File: src/design/dcbr_pkg.sv
`default_nettype none

package dcbr_pkg;

    // Fixed widths of the per-channel running state and of the channel field.
    localparam int SUM_W = 40;
    localparam int CNT_W = 35;
    localparam int CH_W  = 2;

    // Step counter wide enough to count every bit of the sum pass.
    localparam int STEP_W = $clog2(SUM_W + 2);

    localparam logic [CNT_W-1:0] COUNT_START = 35'd10;
    localparam logic [CNT_W-1:0] COUNT_MAX   = '1;

    localparam logic signed [SUM_W-1:0] SUM_MAX    = {1'b0, {(SUM_W-1){1'b1}}};
    localparam logic signed [SUM_W-1:0] SUM_MIN    = {1'b1, {(SUM_W-1){1'b0}}};
    localparam logic signed [SUM_W-1:0] SUM_LIMIT  = 40'sd10000000000;
    localparam logic signed [SUM_W-1:0] SUM_NLIMIT = -40'sd10000000000;
    localparam logic [CNT_W-1:0]        CNT_LIMIT  = 35'd10000000000;

    typedef enum logic [2:0] {
        ST_IDLE,
        ST_ADD,
        ST_WRITE,
        ST_EMIT,
        ST_HALVE,
        ST_PREP,
        ST_DIV,
        ST_FIX
    } state_t;

    typedef struct packed {
        logic busy;
        logic done;
    } div_status_t;

endpackage

`default_nettype wire

File: src/design/dcbr_div.sv
`default_nettype none

module dcbr_div (
    input  wire logic                      aclk,
    input  wire logic                      aresetn,
    input  wire logic                      start,
    input  wire logic [dcbr_pkg::SUM_W-1:0] dividend,
    input  wire logic [dcbr_pkg::CNT_W-1:0] divisor,
    output logic      [dcbr_pkg::SUM_W-1:0] quotient,
    output dcbr_pkg::div_status_t          status
);
    import dcbr_pkg::*;

    // Restoring divider: one quotient bit per cycle, dividend bits shift out
    // of the top of the quotient register as quotient bits shift in below.
    logic [SUM_W-1:0]  quo_reg, quo_next;
    logic [CNT_W:0]    rem_reg, rem_next;
    logic [STEP_W-1:0] step_reg, step_next;
    logic              busy_reg, busy_next;
    logic              done_reg, done_next;

    logic [CNT_W:0]   trial;
    logic [CNT_W+1:0] diff;
    logic             fits;

    assign trial = {rem_reg[CNT_W-1:0], quo_reg[SUM_W-1]};
    assign diff  = {1'b0, trial} - {2'b00, divisor};
    assign fits  = !diff[CNT_W+1];

    always_comb begin
        quo_next  = quo_reg;
        rem_next  = rem_reg;
        step_next = step_reg;
        busy_next = busy_reg;
        done_next = 1'b0;
        if (start) begin
            quo_next  = dividend;
            rem_next  = '0;
            step_next = '0;
            busy_next = 1'b1;
        end else if (busy_reg) begin
            quo_next  = {quo_reg[SUM_W-2:0], fits};
            rem_next  = fits ? diff[CNT_W:0] : trial;
            step_next = step_reg + STEP_W'(1);
            if (step_reg == STEP_W'(SUM_W - 1)) begin
                busy_next = 1'b0;
                done_next = 1'b1;
            end
        end
    end

    always_ff @(posedge aclk) begin
        if (!aresetn) begin
            busy_reg <= 1'b0;
            done_reg <= 1'b0;
            step_reg <= '0;
        end else begin
            busy_reg <= busy_next;
            done_reg <= done_next;
            step_reg <= step_next;
        end
        quo_reg <= quo_next;
        rem_reg <= rem_next;
    end

    assign quotient = quo_reg;
    // The busy flag is the upper member of the status word.
    assign status   = {busy_reg, done_reg};

endmodule

`default_nettype wire

File: src/design/dc_bias_removal_unit.sv
// A sample transfer yields its corrected transfer after a bit-serial sum pass over the 41-bit
// result, a write-back and the load of the output register once any held result is taken.
// A new sample is taken only after the previous one has loaded the output register; a sample marked
// last then adds, per channel, the halving step and the 40-step bit-serial division of that channel.
// Reset (aresetn low at a clock edge) clears all sums and corrections to zero, sets
// every count to ten and empties the output register.
`default_nettype none

module dc_bias_removal_unit #(
    parameter int NUM_CHANNELS = 4,
    parameter int SAMPLE_BITS  = 24
) (
    input  wire logic                                  aclk,
    input  wire logic                                  aresetn,
    // Input stream.
    input  wire logic                                  s_tvalid,
    output logic                                       s_tready,
    input  wire logic [((SAMPLE_BITS+7)/8)*8-1:0]      s_tdata,  // sample, zero padded
    input  wire logic [dcbr_pkg::CH_W-1:0]             s_tuser,  // channel
    input  wire logic                                  s_tlast,  // last sample of block
    // Result stream.
    output logic                                       m_tvalid,
    input  wire logic                                  m_tready,
    output logic      [((SAMPLE_BITS+8)/8)*8-1:0]      m_tdata   // corrected, zero padded
);
    import dcbr_pkg::*;

    localparam int OUT_W  = SAMPLE_BITS + 1;
    localparam int IDX_W  = (NUM_CHANNELS > 1) ? $clog2(NUM_CHANNELS) : 1;
    localparam int MPAD_W = ((SAMPLE_BITS + 8) / 8) * 8 - OUT_W;

    localparam logic [SAMPLE_BITS-1:0] CORR_MAX = {1'b0, {(SAMPLE_BITS-1){1'b1}}};
    localparam logic [SAMPLE_BITS-1:0] CORR_MIN = {1'b1, {(SAMPLE_BITS-1){1'b0}}};
    localparam logic [SUM_W-1:0] CMAX_MAG =
        {{(SUM_W-SAMPLE_BITS+1){1'b0}}, {(SAMPLE_BITS-1){1'b1}}};
    localparam logic [SUM_W-1:0] CMIN_MAG =
        {{(SUM_W-SAMPLE_BITS){1'b0}}, 1'b1, {(SAMPLE_BITS-1){1'b0}}};

    // Control sequencer.
    state_t state_reg, state_next;

    // Per-channel running state. Entries are read through the incoming channel index
    // or the sweep index and are all reset together, so these stay flip-flops.
    logic signed [SUM_W-1:0]       sum_arr_reg  [NUM_CHANNELS];
    logic        [CNT_W-1:0]       cnt_arr_reg  [NUM_CHANNELS];
    logic        [SAMPLE_BITS-1:0] corr_arr_reg [NUM_CHANNELS];

    // Bit-serial datapath. The sum, the sample, the count and the corrected
    // output each shift one bit per cycle, LSB first, through their own
    // registers; results shift in from the top so they end up aligned.
    logic [STEP_W-1:0] step_reg;
    logic [SUM_W:0]    acc_reg;      // running sum, becomes sum plus sample
    logic [SUM_W:0]    smp_reg;      // sign-extended sample
    logic              acc_c_reg;
    logic [CNT_W-1:0]  cnt_sh_reg;   // count, becomes count plus one
    logic              cnt_c_reg;
    logic [OUT_W-1:0]  y_reg;        // corrected sample
    logic [OUT_W-1:0]  ncorr_reg;    // inverted correction
    logic              y_c_reg;

    // Captured item control.
    logic [IDX_W-1:0] idx_reg;
    logic             inr_reg;
    logic             last_reg;

    // End-of-block sweep.
    logic [IDX_W-1:0] eidx_reg;
    logic             neg_reg;

    // Output register.
    logic             out_valid_reg;
    logic [OUT_W-1:0] out_data_reg;

    // Divider hookup.
    logic             div_start;
    logic [SUM_W-1:0] div_dividend;
    logic [SUM_W-1:0] div_quotient;
    div_status_t      div_stat;

    logic emit_load;

    // Incoming sample fields.
    logic [SAMPLE_BITS-1:0] in_sample;
    logic [IDX_W-1:0]       in_idx;
    logic                   in_range;

    assign in_sample = s_tdata[SAMPLE_BITS-1:0];
    assign in_idx    = IDX_W'(s_tuser);
    assign in_range  = (32'(s_tuser) < NUM_CHANNELS);

    // Serial full-adder bits for the sum pass and the output subtraction.
    logic acc_bit, acc_carry, y_bit, y_carry;

    assign acc_bit   = acc_reg[0] ^ smp_reg[0] ^ acc_c_reg;
    assign acc_carry = (acc_reg[0] & smp_reg[0]) | (acc_c_reg & (acc_reg[0] ^ smp_reg[0]));
    assign y_bit     = smp_reg[0] ^ ncorr_reg[0] ^ y_c_reg;
    assign y_carry   = (smp_reg[0] & ncorr_reg[0]) | (y_c_reg & (smp_reg[0] ^ ncorr_reg[0]));

    // Sum write-back saturates when the 41-bit result leaves the 40-bit range.
    logic signed [SUM_W-1:0] sum_sat;

    always_comb begin
        if (acc_reg[SUM_W] != acc_reg[SUM_W-1]) begin
            sum_sat = acc_reg[SUM_W] ? SUM_MIN : SUM_MAX;
        end else begin
            sum_sat = acc_reg[SUM_W-1:0];
        end
    end

    // Halving of the swept channel: both sum and count are halved when either
    // magnitude exceeds the limit; the sum is rounded toward zero.
    logic signed [SUM_W-1:0] e_sum;
    logic        [CNT_W-1:0] e_cnt;
    logic signed [SUM_W-1:0] e_sum_adj;
    logic                    e_big;

    assign e_sum     = sum_arr_reg[eidx_reg];
    assign e_cnt     = cnt_arr_reg[eidx_reg];
    assign e_sum_adj = e_sum + $signed({{(SUM_W-1){1'b0}}, e_sum[SUM_W-1]});
    assign e_big     = (e_sum > SUM_LIMIT) || (e_sum < SUM_NLIMIT) || (e_cnt > CNT_LIMIT);

    assign div_dividend = e_sum[SUM_W-1] ? (~e_sum + SUM_W'(1)) : e_sum;

    // Quotient magnitude back to a signed correction, saturated to the sample range.
    logic [SAMPLE_BITS-1:0] corr_new;

    always_comb begin
        if (!neg_reg) begin
            corr_new = (div_quotient > CMAX_MAG) ? CORR_MAX
                                                 : div_quotient[SAMPLE_BITS-1:0];
        end else begin
            corr_new = (div_quotient > CMIN_MAG) ? CORR_MIN
                                                 : (~div_quotient[SAMPLE_BITS-1:0]
                                                    + SAMPLE_BITS'(1));
        end
    end

    dcbr_div u_div (
        .aclk     (aclk),
        .aresetn  (aresetn),
        .start    (div_start),
        .dividend (div_dividend),
        .divisor  (e_cnt),
        .quotient (div_quotient),
        .status   (div_stat)
    );

    // Next-state logic.
    always_comb begin
        state_next = state_reg;
        unique case (state_reg)
            ST_IDLE: begin
                if (s_tvalid) begin
                    state_next = ST_ADD;
                end
            end
            ST_ADD: begin
                if (step_reg == STEP_W'(SUM_W)) begin
                    state_next = ST_WRITE;
                end
            end
            ST_WRITE: begin
                state_next = ST_EMIT;
            end
            ST_EMIT: begin
                if (!out_valid_reg || m_tready) begin
                    state_next = last_reg ? ST_HALVE : ST_IDLE;
                end
            end
            ST_HALVE: begin
                state_next = ST_PREP;
            end
            ST_PREP: begin
                state_next = ST_DIV;
            end
            ST_DIV: begin
                if (div_stat.done) begin
                    state_next = ST_FIX;
                end
            end
            ST_FIX: begin
                state_next = (eidx_reg == IDX_W'(NUM_CHANNELS - 1)) ? ST_IDLE : ST_HALVE;
            end
            default: begin
                state_next = ST_IDLE;
            end
        endcase
    end

    // Sequencer outputs.
    always_comb begin
        s_tready  = 1'b0;
        div_start = 1'b0;
        emit_load = 1'b0;
        unique case (state_reg)
            ST_IDLE:  s_tready  = 1'b1;
            ST_EMIT:  emit_load = !out_valid_reg || m_tready;
            ST_PREP:  div_start = 1'b1;
            default:  ;
        endcase
    end

    always_ff @(posedge aclk) begin
        if (!aresetn) begin
            state_reg <= ST_IDLE;
        end else begin
            state_reg <= state_next;
        end
    end

    // Serial datapath and item capture.
    always_ff @(posedge aclk) begin
        if (state_reg == ST_IDLE && s_tvalid) begin
            step_reg   <= '0;
            idx_reg    <= in_idx;
            inr_reg    <= in_range;
            last_reg   <= s_tlast;
            acc_reg    <= in_range ? {sum_arr_reg[in_idx][SUM_W-1], sum_arr_reg[in_idx]}
                                   : '0;
            acc_c_reg  <= 1'b0;
            smp_reg    <= {{(SUM_W+1-SAMPLE_BITS){in_sample[SAMPLE_BITS-1]}}, in_sample};
            cnt_sh_reg <= in_range ? cnt_arr_reg[in_idx] : COUNT_START;
            cnt_c_reg  <= 1'b1;
            ncorr_reg  <= in_range ? ~{corr_arr_reg[in_idx][SAMPLE_BITS-1],
                                       corr_arr_reg[in_idx]}
                                   : '1;
            y_c_reg    <= 1'b1;
        end else if (state_reg == ST_ADD) begin
            step_reg  <= step_reg + STEP_W'(1);
            acc_reg   <= {acc_bit, acc_reg[SUM_W:1]};
            acc_c_reg <= acc_carry;
            smp_reg   <= {smp_reg[SUM_W], smp_reg[SUM_W:1]};
            if (step_reg < STEP_W'(CNT_W)) begin
                cnt_sh_reg <= {cnt_sh_reg[0] ^ cnt_c_reg, cnt_sh_reg[CNT_W-1:1]};
                cnt_c_reg  <= cnt_sh_reg[0] & cnt_c_reg;
            end
            if (step_reg < STEP_W'(OUT_W)) begin
                y_reg     <= {y_bit, y_reg[OUT_W-1:1]};
                ncorr_reg <= {1'b0, ncorr_reg[OUT_W-1:1]};
                y_c_reg   <= y_carry;
            end
        end
    end

    // Channel state: updated on write-back and during the end-of-block sweep.
    always_ff @(posedge aclk) begin
        if (!aresetn) begin
            for (int i = 0; i < NUM_CHANNELS; i++) begin
                sum_arr_reg[i]  <= '0;
                cnt_arr_reg[i]  <= COUNT_START;
                corr_arr_reg[i] <= '0;
            end
            eidx_reg <= '0;
            neg_reg  <= 1'b0;
        end else begin
            if (state_reg == ST_WRITE && inr_reg) begin
                sum_arr_reg[idx_reg] <= sum_sat;
                // A carry out of the increment means the count was already full.
                cnt_arr_reg[idx_reg] <= cnt_c_reg ? COUNT_MAX : cnt_sh_reg;
            end
            if (state_reg == ST_EMIT) begin
                eidx_reg <= '0;
            end
            if (state_reg == ST_HALVE && e_big) begin
                sum_arr_reg[eidx_reg] <= {e_sum_adj[SUM_W-1], e_sum_adj[SUM_W-1:1]};
                cnt_arr_reg[eidx_reg] <= {1'b0, e_cnt[CNT_W-1:1]};
            end
            if (state_reg == ST_PREP) begin
                neg_reg <= e_sum[SUM_W-1];
            end
            if (state_reg == ST_FIX) begin
                corr_arr_reg[eidx_reg] <= corr_new;
                eidx_reg               <= eidx_reg + IDX_W'(1);
            end
        end
    end

    // Output register lets the next sample start while a result waits.
    always_ff @(posedge aclk) begin
        if (!aresetn) begin
            out_valid_reg <= 1'b0;
        end else if (emit_load) begin
            out_valid_reg <= 1'b1;
        end else if (m_tready) begin
            out_valid_reg <= 1'b0;
        end
        if (emit_load) begin
            out_data_reg <= y_reg;
        end
    end

    assign m_tvalid = out_valid_reg;
    assign m_tdata  = {{MPAD_W{1'b0}}, out_data_reg};

    // The divider must be idle whenever a new sample may be taken.
    assert property (@(posedge aclk) disable iff (!aresetn)
        s_tready |-> !div_stat.busy)
        else $error("sample accepted while divider busy");

    // Write-back follows only a completed serial sum pass.
    assert property (@(posedge aclk) disable iff (!aresetn)
        (state_reg == ST_WRITE) |-> ($past(state_reg) == ST_ADD))
        else $error("write-back without a sum pass");

    // A correction is stored only after the divider reported completion.
    assert property (@(posedge aclk) disable iff (!aresetn)
        (state_reg == ST_FIX) |-> $past(div_stat.done))
        else $error("correction written before quotient was ready");

    // Counts never fall below their start value, so the divisor is never zero.
    assert property (@(posedge aclk) disable iff (!aresetn)
        (state_reg == ST_PREP) |-> (e_cnt >= COUNT_START))
        else $error("channel count below start value");

endmodule

`default_nettype wire
File: config.mk
export PLATFORM = sky130hd
export DESIGN_NAME = dc_bias_removal_unit
export DESIGN_NICKNAME = d
export VERILOG_FILES = /design/src/design/dcbr_pkg.sv /design/src/design/dcbr_div.sv /design/src/design/dc_bias_removal_unit.sv
export SDC_FILE = /design/constraint.sdc
export NUM_CORES = 1
export LEC_CHECK = 0
export BUFFER_PORTS_ARGS = -buffer_cell sky130_fd_sc_hd__buf_2
export CAP_MARGIN = 20
export CORE_MARGIN = 1
export CORE_UTILIZATION = 55
export CTS_CLUSTER_DIAMETER = 40
export DETAILED_ROUTE_END_ITERATION = 8
export PLACE_DENSITY = 0.7
export SKIP_CTS_REPAIR_TIMING = 1
export SLEW_MARGIN = 25
export SYNTH_ARGS = -nofsm -noshare
export SYNTH_HDL_FRONTEND = slang
export SYNTH_SLANG_ARGS = --single-unit
File: constraint.sdc
create_clock -name aclk -period 7.8 [get_ports aclk]
set_input_delay 0.39 -clock aclk [delete_from_list [all_inputs] [get_ports aclk]]
set_output_delay 0.39 -clock aclk [all_outputs]
set_load 0.02 [all_outputs]
==> impl_metrics.csv <==
group,metric,value,unit
yosys,synth_adder_area_share,0.0196,
floorplanning,fp.dieH,256,um
yosys,synthTopCellsByArea,"edfxtp_1 53%, mux4_2 11%, nand2_1 5.2%, nor2_1 5.1%, dfxtp_1 3.4%",
timing,final.setup.worst_slack,1610,ps
clock_network,clkTransAtPathRegs,60,ps
yosys,synth-edff-count,631,
finish,syn2layout_area_growth,12.1,%
floorplanning,rows,92,
setup_path,r2r_end,"u_div.rem_reg[32]$_SDFFE_PP0P_",
setup_path,r2r_cells,15,
finish,largest_register_ffs,160,
detailed_routing,drtIter0Drc,2057,
detailed_routing,route.vias.total,24500,
clock_network,cts_buffers,99,
setup_path,crit_path_end_kind,"flip-flop",
finish,drive_gt1_frac,0.164,
timing,period_needed,6190,ps
detailed_routing,drc,0,
clock_network,tritoncts,"yes",
place,dp_hpwl,52100,um
pwr,power_density,335,nW/um^2
global_route,gr-usage-met1,0.356,
timing,worst_pin_slew,966,ps
setup_path,rrSetupSlack,1610,ps
yosys,ys.flop_type,"edfxtp_1",
global_route,grt_util_all_layers,0.266,
yosys,synthXorXnorAreaFrac,0.0307,
detailed_routing,wl_per_cell,21.7,um
yosys,synth_cells,3073,
pwr,power,13.4,mW
global_route,antenna_found_initial,0,
detailed_routing,antenna_left,0,
global_route,grt_max_degree,94,
finish,final_core_util,0.628,
floorplanning,die_area,65800,sq um
timing,setup_viol,0,
setup_path,cp_slowest_cell,"dfxtp_4",
floorplanning,initial_core_util,0.560,
clock_network,clockBufferDepth,3,
yosys,synth-seq-area-share,0.566,
finish,mostFrequentLayoutCells,"631 x edfxtp_1, 483 x nand2_1, 478 x nor2_1",
timing,hold_viol,0,
place,place.gp.congestion,0.933,
timing,final.period_utilization,0.794,
timing,fin_worst_skew,31.7,ps
finish,stdcell_area,39900,sq um
place,portBuffers,57,
setup_path,crit_fanout,36,
yosys,synth_area,35600,sq um
floorplanning,die_w,256,um
yosys,synthSimpleGateAreaFrac,0.141,
finish,antennaDiodeCount,0,
global_route,grt.busiest_layer,"met2",
pwr,p_leak,15.1,nW
finish,final_common_cell,"edfxtp_1",
flow_run,max_cap_viol_count,0,
clock_network,insertion_delay,650,ps
pwr,vdd_drop_max,0.198,mV
yosys,yosysTopAreaCellShare,0.532,
yosys,ys_seq_elements,692,
yosys,synth.distinct_cells,81,
finish,nets,3165,
detailed_routing,wl,86900,um
place,dpl_worst_slack,1760,ps
global_route,grt-ovfl-total,0,
timing,max_freq,162,MHz
yosys,ys_async_sr_fraction,0,
setup_path,critical_path_arrival,6750,ps
detailed_routing,vias_per_cell,6.11,
worst_hold_path,min_path_type,"in2reg",
setup_path,cp_slowest_stage_delay,770,ps
setup_path,critPathRequiredTime,8360,ps
setup_path,crit_path_end,"u_div.rem_reg[32]$_SDFFE_PP0P_",
place,place_area,36500,sq um
clock_network,htreeDepth,3,
global_route,grtUsageMet3,0.0453,
detailed_routing,first_pass_iters,7,
clock_network,clock_sinks,692,
yosys,avgSynthCellArea,11.6,sq um
clock_network,root_buffer,"clkbuf_16",
setup_path,cpMostUsedCell,"buf_4",
yosys,yosysWarnings,0,
floorplanning,core_region_area,63500,sq um
yosys,synth_top_family_by_area,"simple AND/OR/NAND/NOR gates",
outcome,outcome,"finished clean",
global_route,grt_pass1_wl,137000,um
setup_path,cp-start-kind,"flip-flop",
timing,rsz0062_at_grt,"false",
timing,tns,0,ps
setup_path,critical_path_class,"reg2reg",
timing,drv_slew,0,
global_route,use_met2,0.443,
yosys,synth_compound_area_frac,0.0811,
setup_path,crit_chain,"buf_4 > mux4_2 > ha_1 > fa_1 > nor2b_1 > o31a_1 > o41ai_1 > o31ai_1 > buf_4 > a22oi_1 > a211oi_1 > or3_1 > buf_4 > mux2_2 > a21oi_1",
yosys,netlist.top_cell.by_area,"edfxtp_1",
floorplanning,ioPinCount,65,
global_route,grt_pass1_vias,24600,
yosys,muxShareOfSynthArea,0.116,
timing,slew_headroom,0.356,
where the power goes:
part / switching, mW / total [mW] / leakage, nW / internal, mW
Combinational: 2.22 / 3.31 / 6.69 / 1.09
Sequential: 0.392 / 5.52 / 6.82 / 5.13
Clock: 1.77 / 4.52 / 1.63 / 2.75
Total: 4.38 / 13.4 / 15.1 / 8.98
critical path: cells and delay by family, from the launching register on:
family | cells | cell delay [ps]
buf+inv | 3 | 1370
simple gates | 2 | 760
mux | 2 | 990
flops | 1 | 770
compound gates | 6 | 1500
fa+ha+maj | 2 | 630
synthesized netlist by cell type, types with 5 or more instances:
cell type / number
clkbuf_1: 127
a211oi_1: 19
buf_6: 7
buf_2: 26
mux4_2: 174
o21ai_0: 124
o21bai_1: 6
a21o_1: 17
mux2i_1: 14
or2_2: 10
and2_1: 5
nand4_1: 28
nor2_1: 480
a21boi_1: 28
or4_1: 7
o211ai_1: 7
nand3_1: 23
a21oi_1: 93
nor2b_1: 12
nand2b_1: 20
a211o_1: 20
o21ai_1: 6
nor3_1: 44
nor4_1: 16
o21a_1: 14
dfxtp_1: 61
buf_1: 17
xnor2_1: 67
o31ai_1: 13
ha_1: 51
inv_1: 173
a21oi_2: 30
a31oi_1: 12
a21boi_0: 6
nand2_1: 491
or3_1: 19
xor2_1: 58
and3_1: 13
a311oi_1: 9
edfxtp_1: 631
buf_4: 21
worst min path at each step:
| stage | start | end | slack (ps) | cells after the start |
|---|---|---|---|---|
| detailed placement | y_reg[20]$_DFFE_PP_ | out_data_reg[20]$_DFFE_PP_ | 430 | 0 |
| global route | s_tdata[21] | smp_reg[21]$_DFFE_PP_ | 7 | 3 |
| CTS | s_tlast | last_reg$_DFFE_PP_ | -70 | 1 |
| global placement | y_reg[0]$_DFFE_PP_ | out_data_reg[0]$_DFFE_PP_ | 400 | 0 |
| finish | s_tdata[21] | smp_reg[21]$_DFFE_PP_ | 10 | 3 |
| floorplan | y_reg[0]$_DFFE_PP_ | out_data_reg[0]$_DFFE_PP_ | 400 | 0 |
cell families (layout without fill, tap and decap cells):
group | count (synthesis) | after routing
DFF | 692 | 692
adders and majority gates | 54 | 54
muxes | 193 | 193
AOI/OAI and AO/OA | 442 | 442
xor gates and xnor gates | 125 | 125
other | 1 | 7
and+or+nand+nor | 1192 | 1192
buffers and inverters | 374 | 458
final cells by class:
cell class | count | area (sq um)
clock buffer | 110 | 2610
fill | 4829 | 23600
tap | 846 | 1060
multi-input combinational | 2013 | 14000
timing repair buffer | 99 | 679
inverter | 175 | 662
sequential | 692 | 20200
clock inverter | 74 | 753
metal layers:
layer,part of all wire,vias to the layer above
met1,0.40,12200
li1,-,11100
met5,0,-
met3,0.082,160
met2,0.49,1112
met4,0.025,0
metrics by stage:
step / std cells / hold WS [ps]
floorplan: 3079 / 400
global placement: 3822 / 403
detailed placement: 3822 / 430
CTS: 4006 / -74.7
global route: 4009 / 6.51
finish: 4009 / 12.4
No activity file was read; power rests on OpenSTA's default activity.
